`src/design/dsts_pkg.sv`:
```
`timescale 1ns / 1ps

package dsts_pkg;

    localparam int PERIOD_W = 8;
    localparam int TARGET_W = 10;
    localparam int DIR_W    = 2;
    localparam int IDX_W    = 3;
    localparam int ADDR_W   = 5;
    localparam int DATA_W   = 32;

    localparam logic [DIR_W-1:0] DIR_OFF = 2'd0;
    localparam logic [DIR_W-1:0] DIR_FWD = 2'd1;
    localparam logic [DIR_W-1:0] DIR_REV = 2'd2;

    typedef enum logic [2:0] {
        REG_LEFT_PERIOD,
        REG_LEFT_TARGET,
        REG_LEFT_DIR,
        REG_RIGHT_PERIOD,
        REG_RIGHT_TARGET,
        REG_RIGHT_DIR
    } reg_idx_t;

    localparam logic [PERIOD_W-1:0] RST_PERIOD    = 8'd30;
    localparam logic [TARGET_W-1:0] RST_TARGET    = 10'd180;
    localparam logic [DIR_W-1:0]    RST_LEFT_DIR  = DIR_FWD;
    localparam logic [DIR_W-1:0]    RST_RIGHT_DIR = DIR_REV;
    localparam logic [IDX_W-1:0]    RST_PHASE_IDX = 3'd7;

    typedef struct packed {
        logic [PERIOD_W-1:0] period;
        logic [TARGET_W-1:0] target;
        logic [DIR_W-1:0]    dir;
    } wheel_cfg_t;

    typedef struct packed {
        logic [IDX_W-1:0] idx;
        logic             met;
    } wheel_stat_t;

    function automatic logic dir_active(input logic [DIR_W-1:0] dir);
        return (dir == DIR_FWD) || (dir == DIR_REV);
    endfunction

    // half-step coil sequence, left wheel
    function automatic logic [3:0] left_coil(input logic [IDX_W-1:0] idx);
        logic [3:0] v;
        case (idx)
            3'd0:    v = 4'hC;
            3'd1:    v = 4'h4;
            3'd2:    v = 4'h6;
            3'd3:    v = 4'h2;
            3'd4:    v = 4'h3;
            3'd5:    v = 4'h1;
            3'd6:    v = 4'h9;
            3'd7:    v = 4'h8;
            default: v = 4'h0;
        endcase
        return v;
    endfunction

    // right wheel runs its own coil order
    function automatic logic [3:0] right_coil(input logic [IDX_W-1:0] idx);
        logic [3:0] v;
        case (idx)
            3'd0:    v = 4'hC;
            3'd1:    v = 4'h8;
            3'd2:    v = 4'h9;
            3'd3:    v = 4'h1;
            3'd4:    v = 4'h3;
            3'd5:    v = 4'h2;
            3'd6:    v = 4'h6;
            3'd7:    v = 4'h4;
            default: v = 4'h0;
        endcase
        return v;
    endfunction

endpackage

```
`src/design/dsts_regs.sv`:
```
`timescale 1ns / 1ps

module dsts_regs (
    input  logic                          clk,
    input  logic                          rst_n,
    input  logic                          psel,
    input  logic                          penable,
    input  logic                          pwrite,
    input  logic [dsts_pkg::ADDR_W-1:0]   paddr,
    input  logic [dsts_pkg::DATA_W-1:0]   pwdata,
    output logic [dsts_pkg::DATA_W-1:0]   prdata,
    output logic                          pready,
    output dsts_pkg::wheel_cfg_t          left_cfg,
    output dsts_pkg::wheel_cfg_t          right_cfg
);
    import dsts_pkg::*;

    wheel_cfg_t left_reg;
    wheel_cfg_t right_reg;
    logic [2:0] reg_sel;
    logic       wr_en;

    assign pready  = 1'b1;
    assign reg_sel = paddr[ADDR_W-1:2];
    assign wr_en   = psel && penable && pwrite && pready;

    always_ff @(posedge clk or negedge rst_n)
    begin
        if (!rst_n)
        begin
            left_reg.period  <= RST_PERIOD;
            left_reg.target  <= RST_TARGET;
            left_reg.dir     <= RST_LEFT_DIR;
            right_reg.period <= RST_PERIOD;
            right_reg.target <= RST_TARGET;
            right_reg.dir    <= RST_RIGHT_DIR;
        end
        else if (wr_en)
        begin
            case (reg_sel)
                REG_LEFT_PERIOD:  left_reg.period  <= pwdata[PERIOD_W-1:0];
                REG_LEFT_TARGET:  left_reg.target  <= pwdata[TARGET_W-1:0];
                REG_LEFT_DIR:     left_reg.dir     <= pwdata[DIR_W-1:0];
                REG_RIGHT_PERIOD: right_reg.period <= pwdata[PERIOD_W-1:0];
                REG_RIGHT_TARGET: right_reg.target <= pwdata[TARGET_W-1:0];
                REG_RIGHT_DIR:    right_reg.dir    <= pwdata[DIR_W-1:0];
                default:          ;
            endcase
        end
    end

    always_comb
    begin
        case (reg_sel)
            REG_LEFT_PERIOD:  prdata = {{(DATA_W-PERIOD_W){1'b0}}, left_reg.period};
            REG_LEFT_TARGET:  prdata = {{(DATA_W-TARGET_W){1'b0}}, left_reg.target};
            REG_LEFT_DIR:     prdata = {{(DATA_W-DIR_W){1'b0}}, left_reg.dir};
            REG_RIGHT_PERIOD: prdata = {{(DATA_W-PERIOD_W){1'b0}}, right_reg.period};
            REG_RIGHT_TARGET: prdata = {{(DATA_W-TARGET_W){1'b0}}, right_reg.target};
            REG_RIGHT_DIR:    prdata = {{(DATA_W-DIR_W){1'b0}}, right_reg.dir};
            default:          prdata = '0;
        endcase
    end

    assign left_cfg  = left_reg;
    assign right_cfg = right_reg;

endmodule

```
`src/design/dsts_wheel.sv`:
```
`timescale 1ns / 1ps

module dsts_wheel (
    input  logic                 clk,
    input  logic                 rst_n,
    input  dsts_pkg::wheel_cfg_t cfg,
    input  logic                 step_en,
    input  logic                 clear,
    input  logic [2:0]           idx_init,
    output dsts_pkg::wheel_stat_t stat
);
    import dsts_pkg::*;

    logic [PERIOD_W-1:0] phase_reg;
    logic [PERIOD_W-1:0] phase_next;
    logic [TARGET_W-1:0] steps_reg;
    logic [TARGET_W-1:0] steps_next;
    logic [IDX_W-1:0]    idx_reg;
    logic [IDX_W-1:0]    idx_next;

    logic [PERIOD_W:0]   limit;
    logic [PERIOD_W:0]   phase_inc;
    logic                elapsed;
    logic [PERIOD_W-1:0] phase_new;
    logic [TARGET_W-1:0] steps_new;

    always_comb
    begin
        // a zero period counts as the full 256 ticks
        limit     = (cfg.period == '0) ? {1'b1, {PERIOD_W{1'b0}}} : {1'b0, cfg.period};
        phase_inc = {1'b0, phase_reg} + {{PERIOD_W{1'b0}}, 1'b1};
        elapsed   = (phase_inc >= limit);
        phase_new = phase_reg;
        steps_new = steps_reg;
        idx_next  = idx_reg;
        if (step_en)
        begin
            phase_new = elapsed ? '0 : phase_inc[PERIOD_W-1:0];
            if (elapsed && (steps_reg < cfg.target))
            begin
                steps_new = steps_reg + {{(TARGET_W-1){1'b0}}, 1'b1};
                case (cfg.dir)
                    DIR_FWD: idx_next = idx_reg + {{(IDX_W-1){1'b0}}, 1'b1};
                    DIR_REV: idx_next = idx_reg - {{(IDX_W-1){1'b0}}, 1'b1};
                    default: idx_next = idx_reg;
                endcase
            end
        end
        // met is judged before the end-of-turn clear
        stat.idx = idx_next;
        stat.met = (steps_new >= cfg.target);
        phase_next = clear ? '0 : phase_new;
        steps_next = clear ? '0 : steps_new;
    end

    always_ff @(posedge clk or negedge rst_n)
    begin
        if (!rst_n)
        begin
            phase_reg <= '0;
            steps_reg <= '0;
            idx_reg   <= idx_init;
        end
        else
        begin
            phase_reg <= phase_next;
            steps_reg <= steps_next;
            idx_reg   <= idx_next;
        end
    end

endmodule

```
`src/design/dual_stepper_turn_sequencer.sv`:
```
`timescale 1ns / 1ps
// a tick request passes the input register, then the result register
// throughput: one tick request per cycle while out_stall is low; the input and
// result registers hold one request each, so one enters while a result waits
// reset: tick and step counters clear, phase indices go to 7, registers
// take their defaults (period 30, target 180, left forward, right reverse)

module dual_stepper_turn_sequencer (
    input  logic                        clk,
    input  logic                        rst_n,
    input  logic                        psel,
    input  logic                        penable,
    input  logic                        pwrite,
    input  logic [dsts_pkg::ADDR_W-1:0] paddr,
    input  logic [dsts_pkg::DATA_W-1:0] pwdata,
    output logic [dsts_pkg::DATA_W-1:0] prdata,
    output logic                        pready,
    input  logic                        in_valid,
    output logic                        in_stall,
    input  logic                        tick_valid,
    output logic                        out_valid,
    input  logic                        out_stall,
    output logic [7:0]                  coil_pattern,
    output logic                        turn_done
);
    import dsts_pkg::*;

    wheel_cfg_t  left_cfg;
    wheel_cfg_t  right_cfg;
    wheel_stat_t left_stat;
    wheel_stat_t right_stat;

    logic       s1_valid_reg;
    logic       s1_valid_next;
    logic       s1_tick_reg;
    logic       out_valid_reg;
    logic       out_valid_next;
    logic [7:0] coil_reg;
    logic       done_reg;

    logic       advance;
    logic       in_accept;
    logic       step_en;
    logic       done;
    logic [7:0] coil;

    dsts_regs u_regs (
        .clk       (clk),
        .rst_n     (rst_n),
        .psel      (psel),
        .penable   (penable),
        .pwrite    (pwrite),
        .paddr     (paddr),
        .pwdata    (pwdata),
        .prdata    (prdata),
        .pready    (pready),
        .left_cfg  (left_cfg),
        .right_cfg (right_cfg)
    );

    dsts_wheel u_left (
        .clk      (clk),
        .rst_n    (rst_n),
        .cfg      (left_cfg),
        .step_en  (step_en),
        .clear    (done),
        .idx_init (RST_PHASE_IDX),
        .stat     (left_stat)
    );

    dsts_wheel u_right (
        .clk      (clk),
        .rst_n    (rst_n),
        .cfg      (right_cfg),
        .step_en  (step_en),
        .clear    (done),
        .idx_init (RST_PHASE_IDX),
        .stat     (right_stat)
    );

    assign advance   = !out_valid_reg || !out_stall;
    assign in_stall  = s1_valid_reg && !advance;
    assign in_accept = in_valid && !in_stall;
    assign step_en   = s1_valid_reg && advance && s1_tick_reg;
    assign done      = step_en && left_stat.met && right_stat.met;

    always_comb
    begin
        coil[3:0] = dir_active(left_cfg.dir)  ? left_coil(left_stat.idx)   : 4'h0;
        coil[7:4] = dir_active(right_cfg.dir) ? right_coil(right_stat.idx) : 4'h0;
    end

    always_comb
    begin
        s1_valid_next = s1_valid_reg;
        if (in_accept)
            s1_valid_next = 1'b1;
        else if (advance)
            s1_valid_next = 1'b0;
        out_valid_next = advance ? s1_valid_reg : out_valid_reg;
    end

    always_ff @(posedge clk or negedge rst_n)
    begin
        if (!rst_n)
        begin
            s1_valid_reg  <= 1'b0;
            out_valid_reg <= 1'b0;
        end
        else
        begin
            s1_valid_reg  <= s1_valid_next;
            out_valid_reg <= out_valid_next;
        end
    end

    always_ff @(posedge clk)
    begin
        if (in_accept)
            s1_tick_reg <= tick_valid;
        if (advance && s1_valid_reg)
        begin
            coil_reg <= coil;
            done_reg <= done;
        end
    end

    assign out_valid    = out_valid_reg;
    assign coil_pattern = coil_reg;
    assign turn_done    = done_reg;

endmodule

```
`config.mk`:
```
export PLATFORM = sky130hd
export DESIGN_NAME = dual_stepper_turn_sequencer
export DESIGN_NICKNAME = d
export VERILOG_FILES = /design/src/design/dsts_pkg.sv /design/src/design/dsts_regs.sv /design/src/design/dsts_wheel.sv /design/src/design/dual_stepper_turn_sequencer.sv
export SDC_FILE = /design/constraint.sdc
export NUM_CORES = 1
export LEC_CHECK = 0
export BUFFER_PORTS_ARGS = -buffer_cell sky130_fd_sc_hd__buf_2
export CORE_ASPECT_RATIO = 2
export CORE_UTILIZATION = 35
export CTS_CLUSTER_DIAMETER = 100
export DETAILED_ROUTE_END_ITERATION = 10
export MAX_ROUTING_LAYER = met4
export PLACE_DENSITY = 0.63
export SLEW_MARGIN = 20
export SYNTH_ARGS = -nofsm -noshare
export SYNTH_HDL_FRONTEND = slang
export SYNTH_SLANG_ARGS = --single-unit
```
`constraint.sdc`:
```
create_clock -name clk -period 4.4 [get_ports clk]
set_input_delay 0.88 -clock clk [delete_from_list [all_inputs] [get_ports clk]]
set_output_delay 0.88 -clock clk [all_outputs]
set_load 0.1 [all_outputs]
```
==> Word level (Yosys, flattened, before mapping) <==
Memory sizes are Yosys's and may differ from the RTL's. A register that Yosys moved wholly into a read port is not among the register bits.
Cells that the tools add are included.
{ "classes": {"reduce_logical": 30, "n_mul": 0, "n_shift": 0, "order_cmp": 6, "mux": 23, "div_mod_pow": 0, "eq_ne": 9, "bitwise": 0, "n_addsub": 8} }
{ "op_table": {"columns": ["operator", "n"], "rows": [
  ["$mux W10", 6],
  ["$pmux W10 S6", 1],
  ["$mux W8", 6],
  ["$add A10 B1 Y10 const B", 2],
  ["$ge A10 B10 Y1", 2],
  ["$lt A10 B10 Y1", 2],
  ["$add A8 B1 Y9 const B", 2],
  ["$ge A9 B9 Y1", 2],
  ["$mux W9", 2],
  ["$logic_not A8 Y1", 2],
  ["$mux W3", 4],
  ["$pmux W3 S2", 2],
  ["$reduce_and A2 Y1", 6],
  ["$logic_and A1 B1 Y1", 10],
  ["$add A3 B1 Y3 const B", 2],
  ["$eq A3 B2 Y1 const B", 2],
  ["$eq A3 B3 Y1 const B", 2],
  ["$logic_not A1 Y1", 6],
  ["$sub A3 B1 Y3 const B", 2],
  ["$eq A2 B1 Y1 const B", 2],
  ["$eq A2 B2 Y1 const B", 2],
  ["$reduce_bool A2 Y1", 2],
  ["$eq A3 B1 Y1 const B", 1],
  ["$logic_not A3 Y1", 1],
  ["2 further kinds", 5]
]} }
{ "totals": {"regBits": 86, "mem_count": 2, "wordCells": 94, "out_inout_bits": 44, "input_bits": 45, "ramBits": 0, "rom_bits": 64, "latchBits": 0} }
{ "mem_list": {"columns": ["name", "depth", "width", "rd", "rd_ports_with_merged_regs", "wr", "line", "source"], "rows": [
  ["(no name shown)", 8, 4, 1, 1, 0, "dsts_pkg.sv:49", "case (idx)"],
  ["(no name shown)", 8, 4, 1, 1, 0, "dsts_pkg.sv:66", "case (idx)"]
]} }

==> Depth between registers and ports, before layout <==
{ "logic_depth": {"depth_word": 10, "ltp_mapped": 21, "mapped_depth_nobuf": 19} }

==> Worst setup path after synthesis <==
Ideal clock, no wire load.
{ "synth_path": {"path_kind": "in2out", "start": "input port paddr[2] (netlist name)", "end": "output port prdata[0] (netlist name)", "t_required_ns": 3.520, "n_path_buf": 2, "path_slack_ns": -0.442, "arrival_ns": 3.962, "stages": 4, "cell_sequence": "clkbuf_1 > clkbuf_1 > mux2i_1 > o32ai_1"} }
{ "synth_between": {"elab_chain_len": 2, "elab_cells_between_ends": 7, "classes_between": "5 x eq/ne; 1 x mux; 1 x reduce/logical"} }
{ "synth_rtl": {"columns": ["item", "line", "source"], "rows": [
  ["start: declaration", "dual_stepper_turn_sequencer.sv:14", "input logic [dsts_pkg::ADDR_W-1:0] paddr,"],
  ["$eq A3 B3 Y1 (tied with other cells)", "dsts_regs.sv:54", "case (reg_sel)"],
  ["$pmux W10 S6 (*)", "dsts_regs.sv:54", null],
  ["end: declaration", "dual_stepper_turn_sequencer.sv:16", "output logic [dsts_pkg::DATA_W-1:0] prdata,"]
]} }
Every way passes the cells marked *; elsewhere a longest branch is shown, timed or not.

==> Final worst setup path <==
{ "layout_path": {"start": "register u_left.phase_reg[1]", "end": "register u_right.phase_reg[0]"} }
{ "layout_between": {"elab_chain_len": 9, "elab_cells_between_ends": 10, "classes_between": "1 x add/sub; 2 x order compare; 3 x mux; 4 x reduce/logical"} }
{ "layout_rtl": {"columns": ["item", "line", "source"], "rows": [
  ["start: declaration", "dsts_wheel.sv:14", "logic [PERIOD_W-1:0] phase_reg;"],
  ["start signal: assignment", "dsts_wheel.sv:66", "phase_reg <= phase_next;"],
  ["$add A8 B1 Y9 (*)", "dsts_wheel.sv:31", "phase_inc = {1'b0, phase_reg} + {{PERIOD_W{1'b0}}, 1'b1};"],
  ["$ge A9 B9 Y1 (*)", "dsts_wheel.sv:32", "elapsed = (phase_inc >= limit);"],
  ["$logic_and A1 B1 Y1 (*)", "dsts_wheel.sv:39", "if (elapsed && (steps_reg < cfg.target))"],
  ["$mux W10 (*)", "dsts_wheel.sv:39", null],
  ["$mux W10 (*)", "dsts_wheel.sv:36", "if (step_en)"],
  ["$ge A10 B10 Y1 (*)", "dsts_wheel.sv:51", "stat.met = (steps_new >= cfg.target);"],
  ["$logic_and A1 B1 Y1 (*) (2 in a row)", "dual_stepper_turn_sequencer.sv:85", "assign done = step_en && left_stat.met && right_stat.met;"],
  ["$mux W8 or $reduce_bool A2 Y1 (tied branches)", null, null],
  ["end signal: assignment", "dsts_wheel.sv:66", null],
  ["end: declaration", "dsts_wheel.sv:14", null]
]} }
Marked as above.
A chain may end at the register's enable or synchronous reset.

==> flow_summary_export.csv <==
group,metric,value,unit
run_status,status,"complete, but fails checks",
run_status,violations,"negative setup slack",
layout,finalInstanceArea,8110,um^2
synthesis,ys_seq_area_share,38.3,%
floorplan,start_util,35.7,%
critical_path,required,4650,ps
sta,post-route-min-period,4520,ps
sta,rsz0062_at_grt,"true",
cts,cts_tree,"done",
layout,final_cell_count_no_fill,1023,
synthesis,yosysMostFrequentCell,"nand2_1",
power,p_per_area,461,nW/um^2
floorplan,boundaryPins,89,
synthesis,synth_cell_types,60,
layout,area_growth,27.6,%
grt,gr-total-overflow,0,
drt,vias_per_cell,5.26,
synthesis,synth_top_area_cell,"dfrtp_1",
drt,drtIter0Drc,195,
layout,multi_input_area,3910,um^2
sta,clock_skew,7.55,ps
synthesis,synthTopCellsByCount,"nand2_1, ha_1, dfrtp_1, o21ai_0, inv_1",
power,peakVddDrop,0.195,mV
critical_path,r2r-end,"u_right.phase_reg[0]$_DFFE_PN0P_",
layout,nets,914,
cts,cts-root-buf,"clkbuf_16",
sta,finalSetupViolCount,17,
layout,nFillCells,1706,
synthesis,synth_top_area_share,23.6,%
critical_path,cp-start-kind,"register",
grt,antenna_found_initial,0,
synthesis,synth-edff-count,10,
power,power_leakage,3.93,nW
sta,period_share,103,%
floorplan,dieWidth,97.3,um
cts,clkSlewWorstSetupHoldPaths,70,ps
synthesis,synthFlopType,"dfrtp_1",
floorplan,core-area,17800,um^2
synthesis,synth_warnings,0,
floorplan,die-area,18700,um^2
drt,drc,0,
placed_design,gp_congestion,0.860,
sta,worstMarginPinSlew,651,ps
critical_path,r2r_cells,20,
drt,wl_per_cell,17.1,um
critical_path,timing.rr.start,"u_left.phase_reg[1]$_DFFE_PN0P_",
drt,wl,17500,um
cts,cts_made_buffers,9,
floorplan,die_y,193,um
synthesis,synth_cells,676,
drt,num_vias,5376,
cts,holdBufCountCts,0,
drt,final_antenna_net_count,0,
sta,fin_ws,-121,ps
layout,diodes,0,
worst_hold_path,hp-class,"input port to async pin",
synthesis,avgSynthCellArea,9.40,um^2
sta,fmax,0.221,GHz
placed_design,placed_cells,985,
cts,clockBufferDepth,2,
cts,clock_sinks,94,
sta,finalHoldViolCount,0,
drt,drt_pass1_iterations,5,
layout,register_area,2430,um^2
job,maxCapViolations,0,
grt,grt_util_all_layers,19.6,%
synthesis,synth.area.top_cells,"dfrtp_1, ha_1, dfstp_2",
critical_path,crit_fanout,5,
placed_design,hpwl,13500,um
synthesis,synth-seq-cells,94,
grt,grt_max_degree,41,
cts,clk_latency,360,ps
sta,slew_headroom,56.6,%
synthesis,synth-async-reset-ratio,89.4,%
grt,grt_pass1_vias,5512,
critical_path,crit_arrival,4770,ps
sta,finalSetupTns,-829,ps
layout,layout-drive-gt1-share,31.4,%
critical_path,critPathKind,"register to register",
grt,grt_pass1_wl,27500,um
sta,slew_viol_final,0,
critical_path,worstSetupEndpointType,"register",
cts,htreeDepth,3,
power,p_total,3.74,mW
floorplan,rows,69,
critical_path,rrSetupSlack,-120,ps
placed_design,port_buffers,41,
placed_design,place_area,7250,um^2
synthesis,synth_area,6350,um^2
==> worst max-delay path by stage <==
stage	slack, ps	end	from
floorplan	30	u_left.steps_reg[6]$_DFF_PN0_	u_left.phase_reg[0]$_DFFE_PN0P_
global placement	-470	u_right.phase_reg[6]$_DFFE_PN0P_	u_left.phase_reg[0]$_DFFE_PN0P_
detailed placement	-600	u_right.phase_reg[6]$_DFFE_PN0P_	u_left.phase_reg[4]$_DFFE_PN0P_
CTS	-100	u_left.phase_reg[0]$_DFFE_PN0P_	u_left.phase_reg[4]$_DFFE_PN0P_
global route	-280	u_right.phase_reg[6]$_DFFE_PN0P_	u_left.phase_reg[4]$_DFFE_PN0P_
finish	-120	u_right.phase_reg[0]$_DFFE_PN0P_	u_left.phase_reg[1]$_DFFE_PN0P_
==> cell type report <==
cell class                 count  share of cell area, %
inverter                      46                   2.13
clock inverter                 7                  0.787
clock buffer                   9                   2.78
sequential                    94                   30.0
multi-input combinational    510                   48.2
tap                          213                   3.29
timing repair buffer         144                   12.8
==> cells in the final DEF, fill, tap and decap left out, types with 5 or more instances in the layout <==
cell type and count:
conb_1 23, nor2_1 37, nand2_1 73, and3_1 6
nor2b_1 8, and3_4 9, o21ai_1 14, nand2b_1 7
nand3_1 15, nand4_1 5, mux2_2 17, a22o_1 7
buf_2 40, inv_1 46, nor3_1 11, mux2i_1 13
xor2_2 5, ha_1 59, dfrtp_1 60, xnor2_1 15
a21o_1 5, o21a_1 18, edfxtp_1 10, buf_4 94
buf_6 8, o21ai_0 42, clkbuf_16 9, dfstp_2 24
xor2_1 17, a21oi_1 16, nor4_1 7
==> stage by stage <==
stage	hold slack [ps]	util, %	setup slack, ps
detailed placement	518	40.8	-597
global placement	510	40.8	-473
CTS	530	44.7	-97.7
global route	550	45.6	-277
finish	511	45.6	-121
floorplan	483	-	34.8
==> where the power goes <==
part | total, mW | switching (mW) | internal (mW)
sequential | 1.24 | 0.148 | 1.09
clock | 0.775 | 0.378 | 0.397
combinational | 1.73 | 1.03 | 0.695
total | 3.74 | 1.56 | 2.18
==> what timing repair did <==
item | in CTS | in global routing
gates resized for setup | 59 | 18
gates cloned | 1 | 0
setup endpoints to repair | 37 | 37
setup buffers | 17 | 7
pin swaps | 31 | 18
==> per-layer routing <==
metal	up-vias	GRT usage [%]	share of wire, %	routed length, um
met2	119	37.3	56	9880
met4	0	15.9	8.1	1420
met5	-	-	0	0
met1	2592	17.5	34	5910
li1	2594	-	-	-
met3	71	1.85	1.8	323
==> worst max-delay path, stage by stage, from the launching register on <==
cell	delay, ps
dfrtp_1	410
and3_4	180
and3_4	170
and3_4	180
xor2_2	150
ha_1	310
and3_4	210
nand3_4	80
a221oi_4	220
a2111oi_4	80
buf_4	160
nor4_4	290
xor2_2	140
ha_1	310
and4_1	230
nand2_1	90
o311a_4	380
o211ai_1	290
nor2_1	110
buf_4	150
mux2_2	250
==> cell families (layout without fill, tap and decap cells) <==
kind of cell             Yosys count  after routing  share of synthesized area, %
AND/OR/NAND/NOR                  208            208                          16.0
AO/OA/AOI/OAI                    144            144                          14.7
flip-flops                        94             94                          38.3
buffers and inverters             93            206                          7.01
adder cells (fa/ha/maj)           64             64                          12.8
XOR/XNOR                          39             39                          5.50
multiplexers                      32             32                          5.59
other                              2             23                         0.118
Power figures use the tool's default switching activity.
